## config.mk

```make
export PLATFORM = sky130hd
export DESIGN_NAME = mavlink_frame_parser
export DESIGN_NICKNAME = d
export VERILOG_FILES = /design/src/design/mfp_pkg.sv /design/src/design/mavlink_frame_parser.sv
export SDC_FILE = /design/constraint.sdc
export NUM_CORES = 1
export LEC_CHECK = 0
export BUFFER_PORTS_ARGS = -buffer_cell sky130_fd_sc_hd__buf_2
export CAP_MARGIN = 20
export CELL_PAD_IN_SITES_DETAIL_PLACEMENT = 1
export CELL_PAD_IN_SITES_GLOBAL_PLACEMENT = 2
export CORE_UTILIZATION = 34
export DETAILED_ROUTE_END_ITERATION = 7
export GPL_TIMING_DRIVEN = 0
export PLACE_DENSITY = 0.75
export SYNTH_ARGS = -nofsm -noshare
export SYNTH_HDL_FRONTEND = slang
export SYNTH_SLANG_ARGS = --single-unit
```

## constraint.sdc

```tcl
create_clock -name i_clk -period 4 [get_ports i_clk]
set_clock_uncertainty 0.1 [all_clocks]
set_input_delay 0.8 -clock i_clk [delete_from_list [all_inputs] [get_ports i_clk]]
set_output_delay 0.8 -clock i_clk [all_outputs]
set_load 0.02 [all_outputs]
```

## src/design/mfp_pkg.sv

```systemverilog
package mfp_pkg;

    localparam logic [7:0]  STX_V1          = 8'hFE;
    localparam logic [7:0]  STX_V2          = 8'hFD;
    localparam logic [15:0] CRC_INIT        = 16'hFFFF;
    localparam int          SIGNATURE_BYTES = 13;
    localparam int          SIG_CNT_W       = 4;

    localparam logic [1:0]  VER_V1 = 2'd1;
    localparam logic [1:0]  VER_V2 = 2'd2;

    localparam logic KIND_PAYLOAD = 1'b0;
    localparam logic KIND_HEADER  = 1'b1;

    localparam logic [23:0] ID_A_RST    = 24'd0;
    localparam logic [7:0]  EXTRA_A_RST = 8'd50;
    localparam logic [23:0] ID_B_RST    = 24'd30;
    localparam logic [7:0]  EXTRA_B_RST = 8'd39;
    localparam logic [23:0] ID_C_RST    = 24'd33;
    localparam logic [7:0]  EXTRA_C_RST = 8'd104;

    typedef enum logic [3:0] {
        PH_IDLE    = 4'd0,
        PH_LEN     = 4'd1,
        PH_IFLAGS  = 4'd2,
        PH_CFLAGS  = 4'd3,
        PH_SEQ     = 4'd4,
        PH_SYS     = 4'd5,
        PH_COMP    = 4'd6,
        PH_MID1    = 4'd7,
        PH_MID2    = 4'd8,
        PH_MID3    = 4'd9,
        PH_PAYLOAD = 4'd10,
        PH_CRCLO   = 4'd11,
        PH_CRCHI   = 4'd12,
        PH_SIG     = 4'd13
    } t_phase;

    typedef enum logic [2:0] {
        CFG_ID_A    = 3'd0,
        CFG_EXTRA_A = 3'd1,
        CFG_ID_B    = 3'd2,
        CFG_EXTRA_B = 3'd3,
        CFG_ID_C    = 3'd4,
        CFG_EXTRA_C = 3'd5
    } t_cfg_idx;

    typedef enum logic [1:0] {
        ST_OK      = 2'd0,
        ST_CRC_ERR = 2'd1,
        ST_UNKNOWN = 2'd2
    } t_status;

    typedef struct packed {
        logic        kind;
        logic [7:0]  data_byte;
        logic [7:0]  byte_index;
        logic [1:0]  version;
        logic [7:0]  incompat_bits;
        logic [7:0]  compat_bits;
        logic [7:0]  sequence_res;
        logic [7:0]  system_id;
        logic [7:0]  component_id;
        logic [23:0] message_id;
        logic [7:0]  payload_length;
        logic [1:0]  status;
    } t_result;

    // One byte step of the X.25 / MCRF4XX checksum.
    function automatic logic [15:0] crc_step(input logic [15:0] crc, input logic [7:0] b);
        logic [7:0]  t;
        logic [15:0] tw;
        t  = b ^ crc[7:0];
        t  = t ^ {t[3:0], 4'b0000};
        tw = {8'h00, t};
        return {8'h00, crc[15:8]} ^ (tw << 8) ^ (tw << 3) ^ (tw >> 4);
    endfunction

endpackage

```

## src/design/mavlink_frame_parser.sv

```systemverilog
// Channel   Direction  Handshake                   Payload
// -------   ---------  --------------------------  ------------------------------------
// in        sink       i_in_valid / o_in_ready     i_in_byte
// out       source     o_out_valid / i_out_ready   o_kind ... o_status (one result)
// cfg       sink       i_cfg_we (no wait)          i_cfg_index, i_cfg_data
//
// Each accepted byte is fully handled in the cycle it is accepted: the phase logic,
// one CRC step (at the CRC high byte that step takes the CRC extra instead of the
// byte) and the id match feed the result register directly, so one beat per cycle is
// sustained unless the input is held off. A result appears on the out channel in the
// cycle after its byte. Reset is synchronous and active low. The input is held off
// only while a result waits in the result register and the out channel is not ready.
module mavlink_frame_parser
    import mfp_pkg::*;
(
    input  logic        i_clk,
    input  logic        i_rst_n,

    input  logic        i_in_valid,
    output logic        o_in_ready,
    input  logic [7:0]  i_in_byte,

    output logic        o_out_valid,
    input  logic        i_out_ready,
    output logic        o_kind,
    output logic [7:0]  o_data_byte,
    output logic [7:0]  o_byte_index,
    output logic [1:0]  o_version,
    output logic [7:0]  o_incompat_bits,
    output logic [7:0]  o_compat_bits,
    output logic [7:0]  o_sequence_res,
    output logic [7:0]  o_system_id,
    output logic [7:0]  o_component_id,
    output logic [23:0] o_message_id,
    output logic [7:0]  o_payload_length,
    output logic [1:0]  o_status,

    input  logic        i_cfg_we,
    input  logic [2:0]  i_cfg_index,
    input  logic [23:0] i_cfg_data
);

    // Known message table, written through the configuration port.
    logic [23:0] r_id_a, r_id_b, r_id_c;
    logic [7:0]  r_extra_a, r_extra_b, r_extra_c;

    // Frame state.
    t_phase                r_phase,     n_phase;
    logic [15:0]           r_crc,       n_crc;
    logic [15:0]           r_rx_crc,    n_rx_crc;
    logic [7:0]            r_frame_len, n_frame_len;
    logic [7:0]            r_pay_cnt,   n_pay_cnt;
    logic [SIG_CNT_W-1:0]  r_sig_cnt,   n_sig_cnt;
    logic [1:0]            r_version,   n_version;
    logic [7:0]            r_incompat,  n_incompat;
    logic [7:0]            r_compat,    n_compat;
    logic [7:0]            r_seq,       n_seq;
    logic [7:0]            r_sysid,     n_sysid;
    logic [7:0]            r_compid,    n_compid;
    logic [23:0]           r_msgid,     n_msgid;
    logic                  r_signed,    n_signed;
    t_status               r_status,    n_status;

    // Result register.
    logic     r_out_valid;
    t_result  r_out;
    t_result  res;
    logic     res_vld;

    logic        in_acc;
    logic        id_hit;
    logic [7:0]  extra_sel;
    logic [15:0] crc_byte;
    logic [15:0] crc_final;
    logic [15:0] rx_full;
    logic [7:0]  pay_next;
    logic [SIG_CNT_W-1:0] sig_next;
    t_result     hdr;

    assign o_in_ready = !r_out_valid || i_out_ready;
    assign in_acc     = i_in_valid && o_in_ready;

    // Priority match of the assembled id against the table: a before b before c.
    always_comb begin
        id_hit    = 1'b1;
        extra_sel = r_extra_c;
        if (r_msgid == r_id_a) begin
            extra_sel = r_extra_a;
        end else if (r_msgid == r_id_b) begin
            extra_sel = r_extra_b;
        end else if (r_msgid != r_id_c) begin
            id_hit = 1'b0;
        end
    end

    assign crc_byte  = crc_step(r_crc, i_in_byte);
    assign crc_final = crc_step(r_crc, extra_sel);
    assign rx_full   = {i_in_byte, r_rx_crc[7:0]};
    assign pay_next  = r_pay_cnt + 8'd1;
    assign sig_next  = r_sig_cnt + SIG_CNT_W'(1);

    // Header as it would leave with the current frame registers.
    always_comb begin
        hdr                = '0;
        hdr.kind           = KIND_HEADER;
        hdr.version        = r_version;
        hdr.incompat_bits  = r_incompat;
        hdr.compat_bits    = r_compat;
        hdr.sequence_res   = r_seq;
        hdr.system_id      = r_sysid;
        hdr.component_id   = r_compid;
        hdr.message_id     = r_msgid;
        hdr.payload_length = r_frame_len;
        hdr.status         = r_status;
    end

    // Next state and result for the byte on the input.
    always_comb begin
        n_phase     = r_phase;
        n_crc       = r_crc;
        n_rx_crc    = r_rx_crc;
        n_frame_len = r_frame_len;
        n_pay_cnt   = r_pay_cnt;
        n_sig_cnt   = r_sig_cnt;
        n_version   = r_version;
        n_incompat  = r_incompat;
        n_compat    = r_compat;
        n_seq       = r_seq;
        n_sysid     = r_sysid;
        n_compid    = r_compid;
        n_msgid     = r_msgid;
        n_signed    = r_signed;
        n_status    = r_status;
        res         = '0;
        res_vld     = 1'b0;

        if (in_acc) begin
            case (r_phase)
                PH_LEN: begin
                    n_frame_len = i_in_byte;
                    n_crc       = crc_byte;
                    n_phase     = (r_version == VER_V2) ? PH_IFLAGS : PH_SEQ;
                end
                PH_IFLAGS: begin
                    n_incompat = i_in_byte;
                    n_signed   = i_in_byte[0];
                    n_crc      = crc_byte;
                    n_phase    = PH_CFLAGS;
                end
                PH_CFLAGS: begin
                    n_compat = i_in_byte;
                    n_crc    = crc_byte;
                    n_phase  = PH_SEQ;
                end
                PH_SEQ: begin
                    n_seq   = i_in_byte;
                    n_crc   = crc_byte;
                    n_phase = PH_SYS;
                end
                PH_SYS: begin
                    n_sysid = i_in_byte;
                    n_crc   = crc_byte;
                    n_phase = PH_COMP;
                end
                PH_COMP: begin
                    n_compid = i_in_byte;
                    n_crc    = crc_byte;
                    n_phase  = PH_MID1;
                end
                PH_MID1: begin
                    n_crc   = crc_byte;
                    n_msgid = {16'h0000, i_in_byte};
                    if (r_version == VER_V2) begin
                        n_phase = PH_MID2;
                    end else begin
                        n_phase = (r_frame_len != 8'd0) ? PH_PAYLOAD : PH_CRCLO;
                    end
                end
                PH_MID2: begin
                    n_crc   = crc_byte;
                    n_msgid = {r_msgid[23:16], i_in_byte, r_msgid[7:0]};
                    n_phase = PH_MID3;
                end
                PH_MID3: begin
                    n_crc   = crc_byte;
                    n_msgid = {i_in_byte, r_msgid[15:0]};
                    n_phase = (r_frame_len != 8'd0) ? PH_PAYLOAD : PH_CRCLO;
                end
                PH_PAYLOAD: begin
                    n_crc          = crc_byte;
                    res.kind       = KIND_PAYLOAD;
                    res.data_byte  = i_in_byte;
                    res.byte_index = r_pay_cnt;
                    res_vld        = 1'b1;
                    n_pay_cnt      = pay_next;
                    if (pay_next >= r_frame_len) begin
                        n_phase = PH_CRCLO;
                    end
                end
                PH_CRCLO: begin
                    n_rx_crc = {8'h00, i_in_byte};
                    n_phase  = PH_CRCHI;
                end
                PH_CRCHI: begin
                    n_rx_crc = rx_full;
                    if (id_hit) begin
                        n_crc    = crc_final;
                        n_status = (crc_final == rx_full) ? ST_OK : ST_CRC_ERR;
                    end else begin
                        n_status = ST_UNKNOWN;
                    end
                    if (r_signed) begin
                        n_sig_cnt = '0;
                        n_phase   = PH_SIG;
                    end else begin
                        n_phase    = PH_IDLE;
                        res        = hdr;
                        res.status = n_status;
                        res_vld    = 1'b1;
                    end
                end
                PH_SIG: begin
                    n_sig_cnt = sig_next;
                    if (32'(sig_next) >= SIGNATURE_BYTES) begin
                        n_phase = PH_IDLE;
                        res     = hdr;
                        res_vld = 1'b1;
                    end
                end
                default: begin
                    // Idle: hunt for a start byte; anything else is dropped.
                    if (i_in_byte == STX_V1 || i_in_byte == STX_V2) begin
                        n_version  = (i_in_byte == STX_V1) ? VER_V1 : VER_V2;
                        n_crc      = CRC_INIT;
                        n_pay_cnt  = '0;
                        n_sig_cnt  = '0;
                        n_incompat = '0;
                        n_compat   = '0;
                        n_msgid    = '0;
                        n_signed   = 1'b0;
                        n_phase    = PH_LEN;
                    end
                end
            endcase
        end
    end

    always_ff @(posedge i_clk) begin
        if (!i_rst_n) begin
            r_phase     <= PH_IDLE;
            r_crc       <= CRC_INIT;
            r_rx_crc    <= '0;
            r_frame_len <= '0;
            r_pay_cnt   <= '0;
            r_sig_cnt   <= '0;
            r_version   <= '0;
            r_incompat  <= '0;
            r_compat    <= '0;
            r_seq       <= '0;
            r_sysid     <= '0;
            r_compid    <= '0;
            r_msgid     <= '0;
            r_signed    <= 1'b0;
            r_status    <= ST_OK;
        end else begin
            r_phase     <= n_phase;
            r_crc       <= n_crc;
            r_rx_crc    <= n_rx_crc;
            r_frame_len <= n_frame_len;
            r_pay_cnt   <= n_pay_cnt;
            r_sig_cnt   <= n_sig_cnt;
            r_version   <= n_version;
            r_incompat  <= n_incompat;
            r_compat    <= n_compat;
            r_seq       <= n_seq;
            r_sysid     <= n_sysid;
            r_compid    <= n_compid;
            r_msgid     <= n_msgid;
            r_signed    <= n_signed;
            r_status    <= n_status;
        end
    end

    // Configuration writes; out-of-range indexes are ignored.
    always_ff @(posedge i_clk) begin
        if (!i_rst_n) begin
            r_id_a    <= ID_A_RST;
            r_extra_a <= EXTRA_A_RST;
            r_id_b    <= ID_B_RST;
            r_extra_b <= EXTRA_B_RST;
            r_id_c    <= ID_C_RST;
            r_extra_c <= EXTRA_C_RST;
        end else if (i_cfg_we) begin
            case (t_cfg_idx'(i_cfg_index))
                CFG_ID_A:    r_id_a    <= i_cfg_data;
                CFG_EXTRA_A: r_extra_a <= i_cfg_data[7:0];
                CFG_ID_B:    r_id_b    <= i_cfg_data;
                CFG_EXTRA_B: r_extra_b <= i_cfg_data[7:0];
                CFG_ID_C:    r_id_c    <= i_cfg_data;
                CFG_EXTRA_C: r_extra_c <= i_cfg_data[7:0];
                default: ;
            endcase
        end
    end

    // Result register: loaded by a byte that yields a result, emptied when taken.
    always_ff @(posedge i_clk) begin
        if (!i_rst_n) begin
            r_out_valid <= 1'b0;
        end else if (in_acc && res_vld) begin
            r_out_valid <= 1'b1;
        end else if (i_out_ready) begin
            r_out_valid <= 1'b0;
        end
    end

    always_ff @(posedge i_clk) begin
        if (in_acc && res_vld) begin
            r_out <= res;
        end
    end

    assign o_out_valid      = r_out_valid;
    assign o_kind           = r_out.kind;
    assign o_data_byte      = r_out.data_byte;
    assign o_byte_index     = r_out.byte_index;
    assign o_version        = r_out.version;
    assign o_incompat_bits  = r_out.incompat_bits;
    assign o_compat_bits    = r_out.compat_bits;
    assign o_sequence_res   = r_out.sequence_res;
    assign o_system_id      = r_out.system_id;
    assign o_component_id   = r_out.component_id;
    assign o_message_id     = r_out.message_id;
    assign o_payload_length = r_out.payload_length;
    assign o_status         = r_out.status;

`ifndef SYNTHESIS
    // The input is only held off by a result that is waiting to be taken.
    a_ready_only_blocked_by_result: assert property (
        @(posedge i_clk) disable iff (!i_rst_n)
        !o_in_ready |-> (o_out_valid && !i_out_ready))
        else $error("input stalled without a pending result");

    // A waiting payload beat always lies inside the declared payload.
    a_payload_index_in_range: assert property (
        @(posedge i_clk) disable iff (!i_rst_n)
        (o_out_valid && o_kind == KIND_PAYLOAD) |-> (o_byte_index < r_frame_len))
        else $error("payload index beyond frame length");

    // The signature counter never passes the signature length.
    a_sig_count_bound: assert property (
        @(posedge i_clk) disable iff (!i_rst_n)
        (r_phase == PH_SIG) |-> (32'(r_sig_cnt) < SIGNATURE_BYTES))
        else $error("signature counter overran");

    // A beat taken while idle either starts a frame or is dropped.
    a_idle_no_result: assert property (
        @(posedge i_clk) disable iff (!i_rst_n)
        (in_acc && r_phase == PH_IDLE) |=> (r_phase == PH_IDLE || r_phase == PH_LEN))
        else $error("idle beat led to an unexpected phase");
`endif

endmodule

```

==> key figures <==
Place
  • IO Port Bufs: 129
  • Dpl cells: 2133
  • DP HPWL: between 30000 and 40000 microns
  • RePlAce Congestion: 0.8866

Route
  • Wire length after detailed routing: 44200 microns
  • First-pass detailed-route iteration total: 5
  • Residual DRC: 0
  • Vias: 11160
  • Remaining antenna violation count: 0
  • Via-per-instance ratio: 5.057
  • 1st-iter DRT viols: 523
  • Wire per inst: 20.04 microns

Layout
  • Nets@finish: 1711
  • Area Growth Syn to Fin: 19.06%
  • Number of diodes: 0
  • Share of layout cells above drive strength 1: between 10% and 20%
  • Fin cells: 2206

Worst setup path
  • Worst Path Required: 4200 ps
  • Startpoint Class: flop
  • Kind of critical path: reg2reg
  • Crit path max fanout: 9
  • Critical path arrival: slightly below 4000 ps
  • Nature of the critical path endpoint: flop
  • Delay of the slowest cell on the worst path: 410 ps
  • Reg2Reg Depth: 12
  • Slowest CP cell: dfxtp_2
  • Crit-path cells: xor2_1, nor4_4, nand4_4, or2_0, buf_6, a31o_2, xnor2_2, or3_1, a2111oi_4, o221ai_2, o41ai_2, o21ai_1

Power
  • Gate power share: between 10% and 20%
  • Switching part of the total: 27.64%
  • P per Cell Area: 461.9 mW/mm^2
  • Psw: 2.124 mW
  • Internal power: 5.562 mW
  • Leak Pwr: around 6.5 nW
  • Peak supply drop: 0.0002454 V
  • Register share of total power: between 40% and 50%
  • Clock share of power: 41.9%

Logic synthesis
  • Leading area contributor after synthesis: dfxtp_1
  • Post-synth EDFFs: 93
  • Post-synth cell types: 62
  • Seq/Total Area, Yosys: 50.49%
  • Post-synthesis average cell area: 9.463 sq um
  • Syn nets: 1533
  • Ys async rst share: 0%
  • Gate Count Post-Synth: 1477
  • Seq cells post-synth: between 300 and 400
  • Syn. warnings: 0
  • Post-synthesis cell area: about 0.014 sq mm
  • Synth top area cells: dfxtp_1 31%, edfxtp_1 20%, nand2_1 6.8%, xor2_1 5.1%, a21boi_0 4.6%
  • Top-area cell type share of the netlist area: 30.51%
  • Primary FF master, synth: dfxtp_1

Floorplan
  • Core footprint: 0.04010 sq mm
  • Die area: roughly 0.042 sq mm
  • Die Ht: 204.8 microns
  • Die X: 204.8 microns
  • Initial core utilization: a little over a third
  • Site row count: between 70 and 80
  • I/O pin cnt: roughly 140

Timing
  • Tcrit/Tclk final: 93.35%
  • Final Hold Vio Count: 0
  • Measured slew at the worst slew-check pin: 1132 ps
  • Count of final max-slew check failures: 0
  • Slew margin rel.: 23.36%
  • Total negative slack: 0 ps
  • Unrepaired setup endpoints after global routing: false
  • Fmax: 267.8 MHz
  • Fin crit period: 3734 ps
  • # setup viols final: 0

Global routing
  • Overflow after GRT: 0
  • Initial antenna violation count: 3
  • Global-route wire length before repair: 68200 microns
  • Largest net degree at the start of global routing: 38
  • GRT Total Usage: a little over a fifth
  • Vias in the first global route: 11450

Clocking
  • CTS HTree Levels: 2
  • Reg clk slew, reported paths: 60 ps
  • CTS Buf Count: 37
  • Root Buffer: clkbuf_16
  • CTS tree: done
  • Clock Latency Late Sink: 560 ps
  • Clock sink total: between 300 and 400
  • Clk buf depth: 3

Status
  • Status: finished clean

Hold path
  • Hold-critical path depth: 2
  • Hold Crit Class: reg2reg

Flow run
  • Max-Cap Viols: 0
-- flip-flops by register name, summed over array words and instances (netlist names), 16 cells and up --
name	flops
o_message_id	24
r_id_a	24
r_id_b	24
r_id_c	24
r_msgid	24
r_crc	16
-- cells in the final DEF (no fill, tap or decap), types with 3 or more instances in the layout --
cell	n
a21oi_1	43
clkinv_2	8
a31oi_1	4
nor2_1	107
nand3_1	46
clkbuf_16	37
mux2i_1	36
a21o_1	8
nand2b_1	6
xor2_1	80
or2_2	7
clkbuf_1	96
nand2_1	254
a31oi_4	3
o211ai_1	9
o21ai_0	27
nand4_1	10
o22ai_1	8
dfxtp_1	196
and3_1	10
xnor2_1	45
buf_2	129
clkbuf_8	3
a21boi_0	86
dfxtp_2	16
inv_1	14
buf_4	7
a22oi_1	40
ha_1	16
a211o_1	4
and2_1	100
nor4_2	6
nor2b_1	28
nor4_1	7
nand3b_1	3
edfxtp_1	93
nor3_1	19
o21ai_1	13
-- worst max-delay path: cells and delay by family, from the launching register on --
kind / cells / cell delay, ps
AO/OA/AOI/OAI: 5 / 1170
flip-flops: 1 / 410
AND/OR/NAND/NOR: 4 / 1270
buffers and inverters: 1 / 160
XOR/XNOR: 2 / 360
-- timing repair --
item / in CTS / in global routing
hold buffers: 0 / 0
cloned: 1 / 0
setup endpoints to repair: 103 / 73
setup buffers: 3 / 4
pin swaps: 2 / 3
gates resized for setup: 21 / 13
-- cells in the mapped netlist, types with 3 or more instances --
cell and count:
and2_1 100, mux2i_1 36, a21o_1 8, a211oi_1 3, o21ai_0 27, o22ai_1 8
xor2_1 81, a21oi_1 43, nor2_1 109, clkbuf_1 86, nor4_1 11, inv_1 15
o211ai_1 9, and3_1 10, nand3b_1 3, a211o_1 4, o21ai_1 13, a31oi_1 6
a22oi_1 40, xnor2_1 46, nand4_1 10, nand2_1 254, nand2b_1 6, nor4_2 4
edfxtp_1 93, a21boi_0 86, or2_2 7, nor3_1 19, nand3_1 46, nor2b_1 28
dfxtp_1 213, ha_1 16
-- per-stage QoR --
step	util [%]	hold WS, ps	power (mW)	instance area [sq um]	setup slack (ps)
after floorplan	-	334.0	4.142	13980	150.2
after global placement	38.12	351.3	4.463	15280	-1165
after detailed placement	38.22	356.3	4.481	15320	-451.1
after CTS	41.33	371.4	7.768	16570	9.314
after global routing	41.50	389.0	8.022	16640	34.91
final	41.50	368.9	7.687	16640	266.1
-- cell families after synthesis --
logic type | Yosys count | synth area share (%)
xor+xnor | 130 | 8.388
flops | 306 | 50.49
buf+inv | 106 | 2.909
simple gates | 619 | 21.01
compound gates | 263 | 13.12
mux | 36 | 2.578
fa+ha+maj | 17 | 1.504
-- final timing paths --
check	startpoint	slack [ps]	to
max	r_msgid[6]$_SDFFE_PN0P_	270	o_status[0]$_SDFFCE_PN0P_
max reg2reg	r_msgid[6]$_SDFFE_PN0P_	270	o_status[0]$_SDFFCE_PN0P_
min reg2reg	r_extra_c[3]$_SDFFE_PN1P_	370	r_extra_c[3]$_SDFFE_PN1P_
min	r_extra_c[3]$_SDFFE_PN1P_	370	r_extra_c[3]$_SDFFE_PN1P_
-- routing by layer --
| metal | wire length (microns) | global-route usage (%) | up-vias | share of wire (%) |
|---|---|---|---|---|
| met2 | 21650 | 37.25 | 224 | 49 |
| met3 | 1733 | 3.786 | 71 | 3.9 |
| li1 | - | - | 5406 | - |
| met1 | 19670 | 27.18 | 5451 | 44 |
| met5 | 25 | 0 | - | 0.057 |
| met4 | 1118 | 6.663 | 4 | 2.5 |
-- power groups by stage --
stage	Clock [mW]	Sequential [mW]	Combinational, mW
2_1_floorplan	0	3.34	0.805
3_3_place_gp	0	3.35	1.11
3_5_place_dp	0	3.36	1.12
4_1_cts	3.32	3.29	1.16
5_1_grt	3.44	3.30	1.28
6_report	3.22	3.29	1.17
-- cell type report --
cell class                      count  area [sq um]
Clock buffer                       52          1016
Sequential cell                   306          7081
Fill cell                        4665         23460
Multi-Input combinational cell   1065          6611
Inverter                           16         63.81
Buffer                             90         347.8
Timing Repair inverter              1         5.005
Timing Repair Buffer              138         738.2
Clock inverter                     13         121.4
Tap cell                          525         656.9
Note: power is estimated with default switching activity, not from simulation.
